[src/rtl/dnis_pkg.sv]
// Package for the directional nearest item selector.
// Holds the direction codes, constants and the direction unit vector table.
// No dependencies.
package dnis_pkg;

    // Q12 unit vector components
    localparam logic signed [13:0] UNIT_POS = 14'sd4096;
    localparam logic signed [13:0] UNIT_NEG = -14'sd4096;
    localparam logic signed [13:0] DIAG_POS = 14'sd2896;
    localparam logic signed [13:0] DIAG_NEG = -14'sd2896;

    // Numerator of the inverse distance
    localparam logic [31:0] INV_NUM = 32'h0100_0000;

    // Direction codes
    localparam logic [3:0] DIR_UP    = 4'd2;
    localparam logic [3:0] DIR_DOWN  = 4'd3;
    localparam logic [3:0] DIR_LEFT  = 4'd4;
    localparam logic [3:0] DIR_RIGHT = 4'd5;
    localparam logic [3:0] DIR_DG6   = 4'd6;
    localparam logic [3:0] DIR_DG7   = 4'd7;
    localparam logic [3:0] DIR_DG8   = 4'd8;
    localparam logic [3:0] DIR_DG9   = 4'd9;

    typedef logic signed [13:0] vec_comp_t;

    // x component of the direction's unit vector
    function automatic vec_comp_t dir_ux(input logic [3:0] dir);
        vec_comp_t u;
        case (dir)
            DIR_LEFT:  u = UNIT_NEG;
            DIR_RIGHT: u = UNIT_POS;
            DIR_DG6:   u = DIAG_POS;
            DIR_DG7:   u = DIAG_NEG;
            DIR_DG8:   u = DIAG_POS;
            DIR_DG9:   u = DIAG_NEG;
            default:   u = '0;
        endcase
        return u;
    endfunction

    // y component of the direction's unit vector
    function automatic vec_comp_t dir_uy(input logic [3:0] dir);
        vec_comp_t u;
        case (dir)
            DIR_UP:   u = UNIT_NEG;
            DIR_DOWN: u = UNIT_POS;
            DIR_DG6:  u = DIAG_NEG;
            DIR_DG7:  u = DIAG_NEG;
            DIR_DG8:  u = DIAG_POS;
            DIR_DG9:  u = DIAG_POS;
            default:  u = '0;
        endcase
        return u;
    endfunction

endpackage

[src/rtl/directional_nearest_item_select.sv]
// Directional nearest item selector, top level.
// Depends on dnis_pkg for direction vectors and constants.
//
// Usage:
// Menu items enter on the s_axis channel, one per transaction. s_axis_tuser
// marks the first item of a search, s_axis_tlast the last one. Each item is
// scored against the cursor point and the direction code; the best score of
// the search is kept. After the last item one result leaves on m_axis:
// m_axis_tuser is the found flag, tdata carries winner index and score.
// Flow control: one item at a time; s_axis_tready is high only while idle. A
// skipped item goes from idle straight to the finish state. A zero distance
// leaves after the bit-serial root, a negative dot product after the shared
// bit-serial divider has run three times (x, y, inverse), and a scored item
// also passes the score and compare states. The result is registered when
// the last item reaches the finish state and the output register is free.
// The result register is separate from the input side: a waiting result
// does not stop the next search; only a second result waits until the
// first is taken. Reset clears the running best and empties the output.
module directional_nearest_item_select
    import dnis_pkg::*;
(
    input  logic        clk,
    input  logic        rst_n,
    input  logic        s_axis_tvalid,
    output logic        s_axis_tready,
    // center_x[14:0], center_y[29:15], item_index[35:30], is_selectable[36],
    // is_current[37], cursor_x[52:38], cursor_y[67:53], move_dir[71:68]
    input  logic [71:0] s_axis_tdata,
    // first_item[0]
    input  logic        s_axis_tuser,
    input  logic        s_axis_tlast,
    output logic        m_axis_tvalid,
    input  logic        m_axis_tready,
    // winner_index[5:0], winner_score[37:6], zero pad[39:38]
    output logic [39:0] m_axis_tdata,
    // found[0]
    output logic        m_axis_tuser
);

    localparam logic [3:0] ST_IDLE  = 4'd0;
    localparam logic [3:0] ST_SQX   = 4'd1;
    localparam logic [3:0] ST_SQY   = 4'd2;
    localparam logic [3:0] ST_ROOT  = 4'd3;
    localparam logic [3:0] ST_DIVX  = 4'd4;
    localparam logic [3:0] ST_DIVY  = 4'd5;
    localparam logic [3:0] ST_DIVI  = 4'd6;
    localparam logic [3:0] ST_DOTX  = 4'd7;
    localparam logic [3:0] ST_DOTY  = 4'd8;
    localparam logic [3:0] ST_SQD   = 4'd9;
    localparam logic [3:0] ST_SCORE = 4'd10;
    localparam logic [3:0] ST_CMP   = 4'd11;
    localparam logic [3:0] ST_FIN   = 4'd12;

    logic [3:0]         state_reg, state_next;
    logic [4:0]         step_reg, step_next;
    logic               last_reg, last_next;
    logic [5:0]         idx_reg, idx_next;
    logic [3:0]         dir_reg, dir_next;
    logic signed [15:0] dx_reg, dx_next;
    logic signed [15:0] dy_reg, dy_next;
    logic [31:0]        sq_reg, sq_next;
    logic [17:0]        rrem_reg, rrem_next;
    logic [15:0]        root_reg, root_next;
    logic [15:0]        drem_reg, drem_next;
    logic [31:0]        dq_reg, dq_next;
    logic signed [13:0] nx_reg, nx_next;
    logic signed [13:0] ny_reg, ny_next;
    logic [24:0]        inv_reg, inv_next;
    logic signed [15:0] termx_reg, termx_next;
    logic signed [14:0] dot_reg, dot_next;
    logic [14:0]        sqd_reg, sqd_next;
    logic [31:0]        score_reg, score_next;
    logic [31:0]        best_score_reg, best_score_next;
    logic [5:0]         best_index_reg, best_index_next;
    logic               have_best_reg, have_best_next;
    logic               ovalid_reg, ovalid_next;
    logic               ofound_reg, ofound_next;
    logic [5:0]         oidx_reg, oidx_next;
    logic [31:0]        oscore_reg, oscore_next;

    logic               s_fire;
    logic signed [15:0] in_dx, in_dy;
    logic               in_eligible;
    logic signed [15:0] sq_op;
    logic [31:0]        sq_prod;
    logic [19:0]        root_trial_rem;
    logic [19:0]        root_trial;
    logic [16:0]        div_rem2;
    logic               div_ge;
    logic [16:0]        div_diff;
    logic [15:0]        abs_dy;
    logic signed [13:0] dot_u, dot_n;
    logic signed [27:0] dot_prod;
    logic signed [15:0] dot_term;
    logic [27:0]        dsq_prod;
    logic [39:0]        score_prod;

    assign s_axis_tready = (state_reg == ST_IDLE);
    assign s_fire        = s_axis_tvalid && s_axis_tready;

    // Field differences and eligibility of the incoming item
    assign in_dx = 16'(signed'(s_axis_tdata[14:0])) - 16'(signed'(s_axis_tdata[52:38]));
    assign in_dy = 16'(signed'(s_axis_tdata[29:15])) - 16'(signed'(s_axis_tdata[67:53]));
    assign in_eligible = s_axis_tdata[36] && !s_axis_tdata[37]
                         && (s_axis_tdata[71:68] inside {[DIR_UP:DIR_DG9]});

    // Squares, one axis per cycle
    assign sq_op   = (state_reg == ST_SQX) ? dx_reg : dy_reg;
    assign sq_prod = 32'(sq_op * sq_op);

    // Root step: two radicand bits per cycle
    assign root_trial_rem = {rrem_reg, sq_reg[31:30]};
    assign root_trial     = {2'b00, root_reg, 2'b01};

    // Divider step: one quotient bit per cycle, divisor is the root
    assign div_rem2 = {drem_reg, dq_reg[31]};
    assign div_ge   = (div_rem2 >= {1'b0, root_reg});
    assign div_diff = div_rem2 - {1'b0, root_reg};
    assign abs_dy   = dy_reg[15] ? 16'(-dy_reg) : dy_reg;

    // Dot product term, one axis per cycle, floor shift by 12
    assign dot_u    = (state_reg == ST_DOTX) ? dir_ux(dir_reg) : dir_uy(dir_reg);
    assign dot_n    = (state_reg == ST_DOTX) ? nx_reg : ny_reg;
    assign dot_prod = dot_u * dot_n;
    assign dot_term = dot_prod[27:12];

    assign dsq_prod   = 28'(dot_reg[13:0] * dot_reg[13:0]);
    assign score_prod = inv_reg * {10'd0, sqd_reg};

    // Sequencer
    always_comb
    begin
        state_next      = state_reg;
        step_next       = step_reg;
        last_next       = last_reg;
        idx_next        = idx_reg;
        dir_next        = dir_reg;
        dx_next         = dx_reg;
        dy_next         = dy_reg;
        sq_next         = sq_reg;
        rrem_next       = rrem_reg;
        root_next       = root_reg;
        drem_next       = drem_reg;
        dq_next         = dq_reg;
        nx_next         = nx_reg;
        ny_next         = ny_reg;
        inv_next        = inv_reg;
        termx_next      = termx_reg;
        dot_next        = dot_reg;
        sqd_next        = sqd_reg;
        score_next      = score_reg;
        best_score_next = best_score_reg;
        best_index_next = best_index_reg;
        have_best_next  = have_best_reg;
        ovalid_next     = ovalid_reg && !m_axis_tready;
        ofound_next     = ofound_reg;
        oidx_next       = oidx_reg;
        oscore_next     = oscore_reg;

        case (state_reg)
            ST_IDLE:
            begin
                if (s_fire)
                begin
                    last_next = s_axis_tlast;
                    idx_next  = s_axis_tdata[35:30];
                    dir_next  = s_axis_tdata[71:68];
                    dx_next   = in_dx;
                    dy_next   = in_dy;
                    if (s_axis_tuser)
                    begin
                        best_score_next = '0;
                        best_index_next = '0;
                        have_best_next  = 1'b0;
                    end
                    state_next = in_eligible ? ST_SQX : ST_FIN;
                end
            end
            ST_SQX:
            begin
                sq_next    = sq_prod;
                state_next = ST_SQY;
            end
            ST_SQY:
            begin
                sq_next    = sq_reg + sq_prod;
                rrem_next  = '0;
                root_next  = '0;
                step_next  = '0;
                state_next = ST_ROOT;
            end
            ST_ROOT:
            begin
                sq_next = {sq_reg[29:0], 2'b00};
                if (root_trial_rem >= root_trial)
                begin
                    rrem_next = 18'(root_trial_rem - root_trial);
                    root_next = {root_reg[14:0], 1'b1};
                end
                else
                begin
                    rrem_next = root_trial_rem[17:0];
                    root_next = {root_reg[14:0], 1'b0};
                end
                step_next = step_reg + 5'd1;
                if (step_reg == 5'd15)
                begin
                    step_next = '0;
                    drem_next = '0;
                    dq_next   = {4'd0, (dx_reg[15] ? 16'(-dx_reg) : dx_reg), 12'd0};
                    // zero distance: skipped
                    if (root_next == '0)
                        state_next = ST_FIN;
                    else
                        state_next = ST_DIVX;
                end
            end
            ST_DIVX, ST_DIVY, ST_DIVI:
            begin
                drem_next = div_ge ? div_diff[15:0] : div_rem2[15:0];
                dq_next   = {dq_reg[30:0], div_ge};
                step_next = step_reg + 5'd1;
                if (step_reg == 5'd31)
                begin
                    drem_next = '0;
                    case (state_reg)
                        ST_DIVX:
                        begin
                            nx_next    = ((dx_reg[15]) ? 14'(-{1'b0, dq_next[12:0]})
                                                       : {1'b0, dq_next[12:0]});
                            dq_next    = {4'd0, abs_dy, 12'd0};
                            state_next = ST_DIVY;
                        end
                        ST_DIVY:
                        begin
                            ny_next    = ((dy_reg[15]) ? 14'(-{1'b0, dq_next[12:0]})
                                                       : {1'b0, dq_next[12:0]});
                            dq_next    = INV_NUM;
                            state_next = ST_DIVI;
                        end
                        default:
                        begin
                            inv_next   = dq_next[24:0];
                            state_next = ST_DOTX;
                        end
                    endcase
                end
            end
            ST_DOTX:
            begin
                termx_next = dot_term;
                state_next = ST_DOTY;
            end
            ST_DOTY:
            begin
                dot_next   = 15'(termx_reg + dot_term);
                state_next = ST_SQD;
            end
            ST_SQD:
            begin
                sqd_next   = dsq_prod[26:12];
                // negative dot: pointing away, skipped
                state_next = dot_reg[14] ? ST_FIN : ST_SCORE;
            end
            ST_SCORE:
            begin
                score_next = {4'd0, score_prod[39:12]};
                state_next = ST_CMP;
            end
            ST_CMP:
            begin
                if ($signed(best_score_reg) < $signed(score_reg))
                begin
                    best_score_next = score_reg;
                    best_index_next = idx_reg;
                    have_best_next  = 1'b1;
                end
                state_next = ST_FIN;
            end
            ST_FIN:
            begin
                if (!last_reg)
                    state_next = ST_IDLE;
                else if (!ovalid_reg || m_axis_tready)
                begin
                    ovalid_next     = 1'b1;
                    ofound_next     = have_best_reg;
                    oidx_next       = have_best_reg ? best_index_reg : '0;
                    oscore_next     = have_best_reg ? best_score_reg : '0;
                    best_score_next = '0;
                    best_index_next = '0;
                    have_best_next  = 1'b0;
                    state_next      = ST_IDLE;
                end
            end
            default:
            begin
                state_next = ST_IDLE;
            end
        endcase
    end

    // Control registers
    always_ff @(posedge clk or negedge rst_n)
    begin
        if (!rst_n)
        begin
            state_reg      <= ST_IDLE;
            step_reg       <= '0;
            best_score_reg <= '0;
            best_index_reg <= '0;
            have_best_reg  <= 1'b0;
            ovalid_reg     <= 1'b0;
        end
        else
        begin
            state_reg      <= state_next;
            step_reg       <= step_next;
            best_score_reg <= best_score_next;
            best_index_reg <= best_index_next;
            have_best_reg  <= have_best_next;
            ovalid_reg     <= ovalid_next;
        end
    end

    // Datapath registers
    always_ff @(posedge clk)
    begin
        last_reg   <= last_next;
        idx_reg    <= idx_next;
        dir_reg    <= dir_next;
        dx_reg     <= dx_next;
        dy_reg     <= dy_next;
        sq_reg     <= sq_next;
        rrem_reg   <= rrem_next;
        root_reg   <= root_next;
        drem_reg   <= drem_next;
        dq_reg     <= dq_next;
        nx_reg     <= nx_next;
        ny_reg     <= ny_next;
        inv_reg    <= inv_next;
        termx_reg  <= termx_next;
        dot_reg    <= dot_next;
        sqd_reg    <= sqd_next;
        score_reg  <= score_next;
        ofound_reg <= ofound_next;
        oidx_reg   <= oidx_next;
        oscore_reg <= oscore_next;
    end

    assign m_axis_tvalid = ovalid_reg;
    assign m_axis_tuser  = ofound_reg;
    assign m_axis_tdata  = {2'b00, oscore_reg, oidx_reg};

`ifndef SYNTHESIS
    // An accepted item always starts the sequencer
    assert property (@(posedge clk) disable iff (!rst_n)
        s_fire |=> (state_reg != ST_IDLE))
        else $error("item accepted but sequencer stayed idle");

    // An empty result carries zero index and score
    assert property (@(posedge clk) disable iff (!rst_n)
        (m_axis_tvalid && !m_axis_tuser) |-> (m_axis_tdata == '0))
        else $error("empty result with nonzero payload");

    // A winner always has a positive signed score
    assert property (@(posedge clk) disable iff (!rst_n)
        (m_axis_tvalid && m_axis_tuser) |->
            (!m_axis_tdata[37] && (m_axis_tdata[37:6] != '0)))
        else $error("winner with non-positive score");

    // The root never takes more than sixteen steps
    assert property (@(posedge clk) disable iff (!rst_n)
        (state_reg == ST_ROOT) |-> (step_reg <= 5'd15))
        else $error("root step count overrun");
`endif

endmodule

[config.mk]
export PLATFORM = sky130hd
export DESIGN_NAME = directional_nearest_item_select
export DESIGN_NICKNAME = d
export VERILOG_FILES = /design/src/rtl/dnis_pkg.sv /design/src/rtl/directional_nearest_item_select.sv
export SDC_FILE = /design/constraint.sdc
export NUM_CORES = 2
export LEC_CHECK = 0
export BUFFER_PORTS_ARGS = -buffer_cell sky130_fd_sc_hd__buf_2
export CORE_ASPECT_RATIO = 1.5
export CORE_MARGIN = 5
export CORE_UTILIZATION = 46
export CTS_CLUSTER_DIAMETER = 120
export CTS_CLUSTER_SIZE = 8
export DETAILED_ROUTE_END_ITERATION = 8
export PLACE_DENSITY = 0.73
export SKIP_CTS_REPAIR_TIMING = 1
export SLEW_MARGIN = 20
export SYNTH_ARGS = -nofsm -noshare
export SYNTH_HDL_FRONTEND = slang
export SYNTH_SLANG_ARGS = --single-unit
[constraint.sdc]
create_clock -name clk -period 11 [get_ports clk]
set_input_delay 0.55 -clock clk [delete_from_list [all_inputs] [get_ports clk]]
set_output_delay 0.55 -clock clk [all_outputs]
set_load 0.03 [all_outputs]
# == Yosys cells after proc, flatten, opt, wreduce, memory -nomap -nowiden ==
# Index checks and enable logic that the tools add are counted.
# op_classes
n_addsub,10
multipliers,4
bitwise,1
n_reduce_logical,30
n_lt_le_gt_ge,5
muxes,56
eq_ne,30
# op_table
operator,count
$mux W32,7
$pmux W32 S3,2
$pmux W32 S2,2
$mux W16,7
$pmux W14 S4,2
$pmux W16 S2,2
$mul A14 B14 Y27,2
$pmux W4 S11,1
$mul A25 B15 Y40,1
$pmux W18 S2,1
$add A32 B32 Y32,1
$eq A4 B3 Y1 const B,8
$lt A32 B29 Y1,1
$mul A16 B16 Y32,1
$neg A16 Y16,2
$sub A15 B15 Y16,2
$mux W6,5
$eq A4 B4 Y1 const B,7
$mux W14,2
$mux W4,7
$mux W13,2
$ge A20 B18 Y1,1
$mux W18,1
$pmux W6 S3,1
other kinds (35),68
# word_totals
output_inout_bits,43
reg_bits,371
inputBits,78

# == Logic depth before layout (Yosys ltp) ==
# logic_depth
ltp_word,7
depth_mapped,40

# == Worst setup path before layout ==
# Ideal clock, no wire load.
# synth_path
kind,register to register
from,reg state_reg[2]
to,reg sq_reg[29] (data pin)
setup_ps,255
stages_incl_launch_ff,36
slack_ps,1688
synth_period_minus_slack_ps,9312
n_path_buf,4
t_arrival_ps,9057
path_cell_list,dfrtp_1 -> clkbuf_1 -> or2_2 -> clkbuf_1 -> nor2_2 -> mux2i_1 -> inv_1 -> clkbuf_1 -> nand2_1 -> inv_1 -> fa_1 -> inv_1 -> fa_1 -> fa_1 -> fa_1 -> inv_1 -> fa_1 -> fa_1 -> ha_1 -> a2111o_1 -> o22a_1 -> a21o_1 -> a21oi_1 -> xnor2_1 -> ha_1 -> clkbuf_1 -> nand4_1 -> inv_1 -> a221oi_1 -> a21boi_0 -> a221oi_1 -> o211ai_1 -> a41oi_1 -> xor2_1 -> o21ai_0 -> o21a_1
# synth_via
elab_chain_cells,5
# synth_lines
item,line_no,rtl
"start, declared",directional_nearest_item_select.sv:54,"logic [3:0] state_reg, state_next;"
"start signal, assigned",directional_nearest_item_select.sv:317,state_reg <= state_next;
$eq A4 B1 Y1,"directional_nearest_item_select.sv:108, directional_nearest_item_select.sv:160",
$mux W16,directional_nearest_item_select.sv:108,assign sq_op = (state_reg == ST_SQX) ? dx_reg : dy_reg;
$mul A16 B16 Y32,directional_nearest_item_select.sv:109,assign sq_prod = 32'(sq_op * sq_op);
$add A32 B32 Y32,directional_nearest_item_select.sv:186,sq_next = sq_reg + sq_prod;
$pmux W32 S3 (*),directional_nearest_item_select.sv:160,case (state_reg)
named net sq_next[29],directional_nearest_item_select.sv:61,"logic [31:0] sq_reg, sq_next;"
"end signal, assigned",directional_nearest_item_select.sv:334,sq_reg <= sq_next;
"end, declared",directional_nearest_item_select.sv:61,
# The timed path passes the listed nets; every way through them passes the cells marked *.
# A chain may end at the register's enable or synchronous reset.

# == Worst setup path after layout ==
# Same ends and word-level chain as after synthesis.

==> impl_metrics.ini <==
[setup_path]
timing.critical_path.slowest_stage_cell = sky130_fd_sc_hd__a221oi_1
cp_slowest_stage_delay_ps = 590
most_repeated_library_cell_on_the_critical_path = sky130_fd_sc_hd__fa_1
critical_path.startpoint = state_reg[2]
path_type_of_the_worst_setup_path = reg -> reg
worstPathMaxFanout = 17
endpoint_kind = register
timing.reg2reg.worst_path_depth = 32
r2r-start = state_reg[2]
critPathArrivalTime_ps = 10620
timing.critical_path.required_ps = 11350
crit_path_start_kind = register

[sta]
timing.final.max_slew_violations = 0
fin_crit_sh_pct = 93.40
final-hold-violation-count = 0
maxClockFrequency_ghz = 0.09734
max-slew-margin-rel_pct = 23.63
worst_clock_skew_ps = 24.54
worst_pin_slew_ps = 1146
setup_viol_count_final = 0
final_period_minus_worst_setup_slack_ps = 10270
setup-tns-final_ps = 0
rsz_0062_raised_after_global_routing = no

[synth]
syn_inst = 5077
synth-adder-area-share_pct = 43.19
ys_async_sr_fraction_pct = 12.40
synth.mux.area_fraction_pct = 1.119
synthesized_area_per_cell_um2 = 9.864
synth.top_cell.area_share_pct = 31.70
ys_warn_count = 0
synth_top_family_by_area = adder cells
synth_most_common_cell = sky130_fd_sc_hd__inv_1
synth_cell_type_count = 87
yosys_register_bits = 363
synth_top_area_cell = sky130_fd_sc_hd__fa_1
mappedNetlistArea_um2 = 50080
synth_seq_area_share_pct = 21.32
post_synth_and_or_nand_nor_area_fraction_pct = 13.14
synth_compound_area_share_pct = 8.192
synthXorXnorAreaFrac_pct = 4.005
synth_top_cells_by_area = sky130_fd_sc_hd__fa_1 (32%), sky130_fd_sc_hd__edfxtp_1 (19%), sky130_fd_sc_hd__ha_1 (11%), sky130_fd_sc_hd__inv_1 (7.7%), sky130_fd_sc_hd__nand2_1 (3.7%)
synth_ff_type = sky130_fd_sc_hd__edfxtp_1
synth_edf_count = 318
most_frequent_cells_after_synthesis = sky130_fd_sc_hd__inv_1 (1027), sky130_fd_sc_hd__fa_1 (793), sky130_fd_sc_hd__nand2_1 (496)

[power_and_ir_drop]
vdd_ir_drop_max_uv = 93.92
power_dissipated_by_switching_net_loads_uw = 673.9
p_leak_uw = 0.02561
clock_power_share_pct = 48.5
cellInternalPower_uw = 2419
powerDensity_nw_per_um2 = 57.72
net_switching_share_of_the_total_power_pct = 21.79
pwr-share-comb_pct = 3.4
pwr-share-seq_pct = 48.1

[layout]
layout-drive-gt1-share_pct = 5.119
final_nets = 6453
synthToLayoutAreaGrowth_pct = 7.008
postLayoutCoreUtil_pct = 49.47
num_antenna_cells = 0
fillCellCount = 9855

[die]
floorplan_die_width_um = 279.4
dieHeight_um = 414.1
io_pins = 121
placement_rows = 148
start_util_pct = 46.23
placeableCoreArea_um2 = 108300
dieArea_um2 = 115700

[global_routing]
first_pass_grt_wire_length_mm = 191.9
globalRoute.totalOverflow = 0
track_usage_pct = 20.37
first_global_vias = 38110
antenna_found_initial = 1
grt_start_max_net_pins = 46

[place]
place.detailed.hpwl_mm = 94.72
portBuffers = 114
gpl_wtd_cong = 0.9295

[route]
vias = 35320
first_pass_iters = 6
routed_via_density = 5.365
route.layer.met1.wl_mm = 41.28
initialDrtViolationCount = 1770
wire_per_inst_um = 17.92
top_signal_layer_used = met4
met3_wirelength_mm = 4.388
antenna_left = 0
dr_drc_count = 0
wl_met2_mm = 65.04
route.final.wire_length_mm = 117.9

[clocking]
cts_inserted_buffers = 51
clock_latency_ps = 610
cts-root-buf = sky130_fd_sc_hd__clkbuf_16
clkSinkCount = 363
cts_buffer_depth = 3
cts_max_level = 2
cts_tree = done
cts.clk_slew.worst_paths_ps = 60

[status]
run_status = finished, final reports clean

[job]
number_of_violations_of_the_max_capacitance_limit = 0

[min_path]
hold_class = in -> async
worst max-delay path: cells and delay by family (launching register included):
family / cells / cell delay [ps]
adder cells (fa/ha/maj): 8 / 3750
AO/OA/AOI/OAI: 11 / 2880
AND/OR/NAND/NOR: 4 / 1040
buffers and inverters: 6 / 1000
multiplexers: 1 / 550
flip-flops: 1 / 490
XOR/XNOR: 2 / 330
layout make-up:
cell class,instances,area (µm²),share of cell area [%]
Tap cell,1425,1783,3.327
Sequential cell,363,10680,19.92
Clock buffer,86,1450,2.706
Multi-Input combinational cell,3528,34940,65.20
Inverter,1032,3875,7.231
Clock inverter,2,27.53,0.05136
Timing Repair Buffer,146,838.3,1.564
stage by stage:
stage / hold slack, ps / setup WS (ps) / instance area (µm²) / total power, µW / cells
6_report: 55.70 / 726.2 / 53590 / 3093 / 6582
5_1_grt: 91.03 / 56.80 / 53590 / 3194 / 6582
4_1_cts: 59.16 / 754.2 / 53550 / 3130 / 6580
3_5_place_dp: 447.8 / 788.0 / 52070 / 1621 / 6492
3_3_place_gp: 449.1 / 1043 / 52070 / 1619 / 6492
2_1_floorplan: 254.4 / 1688 / 50100 / 1580 / 5082
cells in the final DEF (no fill, tap or decap), types with 11 or more instances in the layout:
| master | count |
|---|---|
| sky130_fd_sc_hd__o21ai_0 | 120 |
| sky130_fd_sc_hd__inv_1 | 1027 |
| sky130_fd_sc_hd__buf_2 | 114 |
| sky130_fd_sc_hd__a211oi_1 | 22 |
| sky130_fd_sc_hd__nand3_1 | 33 |
| sky130_fd_sc_hd__a22o_1 | 35 |
| sky130_fd_sc_hd__and2_1 | 264 |
| sky130_fd_sc_hd__a22oi_1 | 20 |
| sky130_fd_sc_hd__or2_2 | 17 |
| sky130_fd_sc_hd__edfxtp_1 | 318 |
| sky130_fd_sc_hd__o211ai_1 | 14 |
| sky130_fd_sc_hd__clkbuf_16 | 53 |
| sky130_fd_sc_hd__fa_1 | 793 |
| sky130_fd_sc_hd__buf_4 | 30 |
| sky130_fd_sc_hd__nand2_1 | 495 |
| sky130_fd_sc_hd__nand2b_1 | 27 |
| sky130_fd_sc_hd__or3_1 | 22 |
| sky130_fd_sc_hd__a31oi_1 | 18 |
| sky130_fd_sc_hd__a21boi_0 | 15 |
| sky130_fd_sc_hd__xnor2_1 | 165 |
| sky130_fd_sc_hd__o21a_1 | 33 |
| sky130_fd_sc_hd__and3_1 | 22 |
| sky130_fd_sc_hd__mux2i_1 | 46 |
| sky130_fd_sc_hd__dfrtp_1 | 45 |
| sky130_fd_sc_hd__a21o_1 | 79 |
| sky130_fd_sc_hd__ha_1 | 460 |
| sky130_fd_sc_hd__xor2_1 | 64 |
| sky130_fd_sc_hd__o21bai_1 | 11 |
| sky130_fd_sc_hd__nor2_1 | 320 |
| sky130_fd_sc_hd__a21oi_1 | 126 |
| sky130_fd_sc_hd__nor2b_1 | 43 |
| sky130_fd_sc_hd__clkbuf_1 | 33 |
| sky130_fd_sc_hd__o31ai_1 | 13 |
| sky130_fd_sc_hd__nand4_1 | 21 |
| sky130_fd_sc_hd__nor3_1 | 67 |
kinds of logic (layout without fill, tap and decap cells):
kind of cell / count (synthesis) / after routing
and+or+nand+nor: 1384 / 1384
DFF: 363 / 363
other: 1 / 6
xor gates and xnor gates: 229 / 229
muxes: 55 / 55
adders and majority gates: 1253 / 1253
AOI/OAI and AO/OA: 601 / 601
buffers and inverters: 1191 / 1266
worst paths after layout:
kind | slack [ps] | endpoint
setup / recovery | 730 | sq_reg[29]
hold / removal | 60 | m_axis_tvalid
setup reg to reg | 730 | sq_reg[29]
hold reg to reg | 460 | inv_reg[21]
max in group asynchronous | 10460 | state_reg[1]
min in group clk | 110 | idx_reg[3]
power by group through the flow:
stage	Sequential (µW)	Combinational [µW]	Clock, µW
detailed placement	1510	106	0
CTS	1490	107	1540
floorplan	1510	65.0	0
finish	1490	104	1500
global route	1490	119	1590
global placement	1510	104	0
routing by layer:
layer	up-vias	GRT usage, %
met1	17760	21.86
met2	943	39.02
met4	0	10.82
li1	16250	-
met5	-	0
met3	362	1.947
Note: power is estimated with default switching activity, not from simulation.
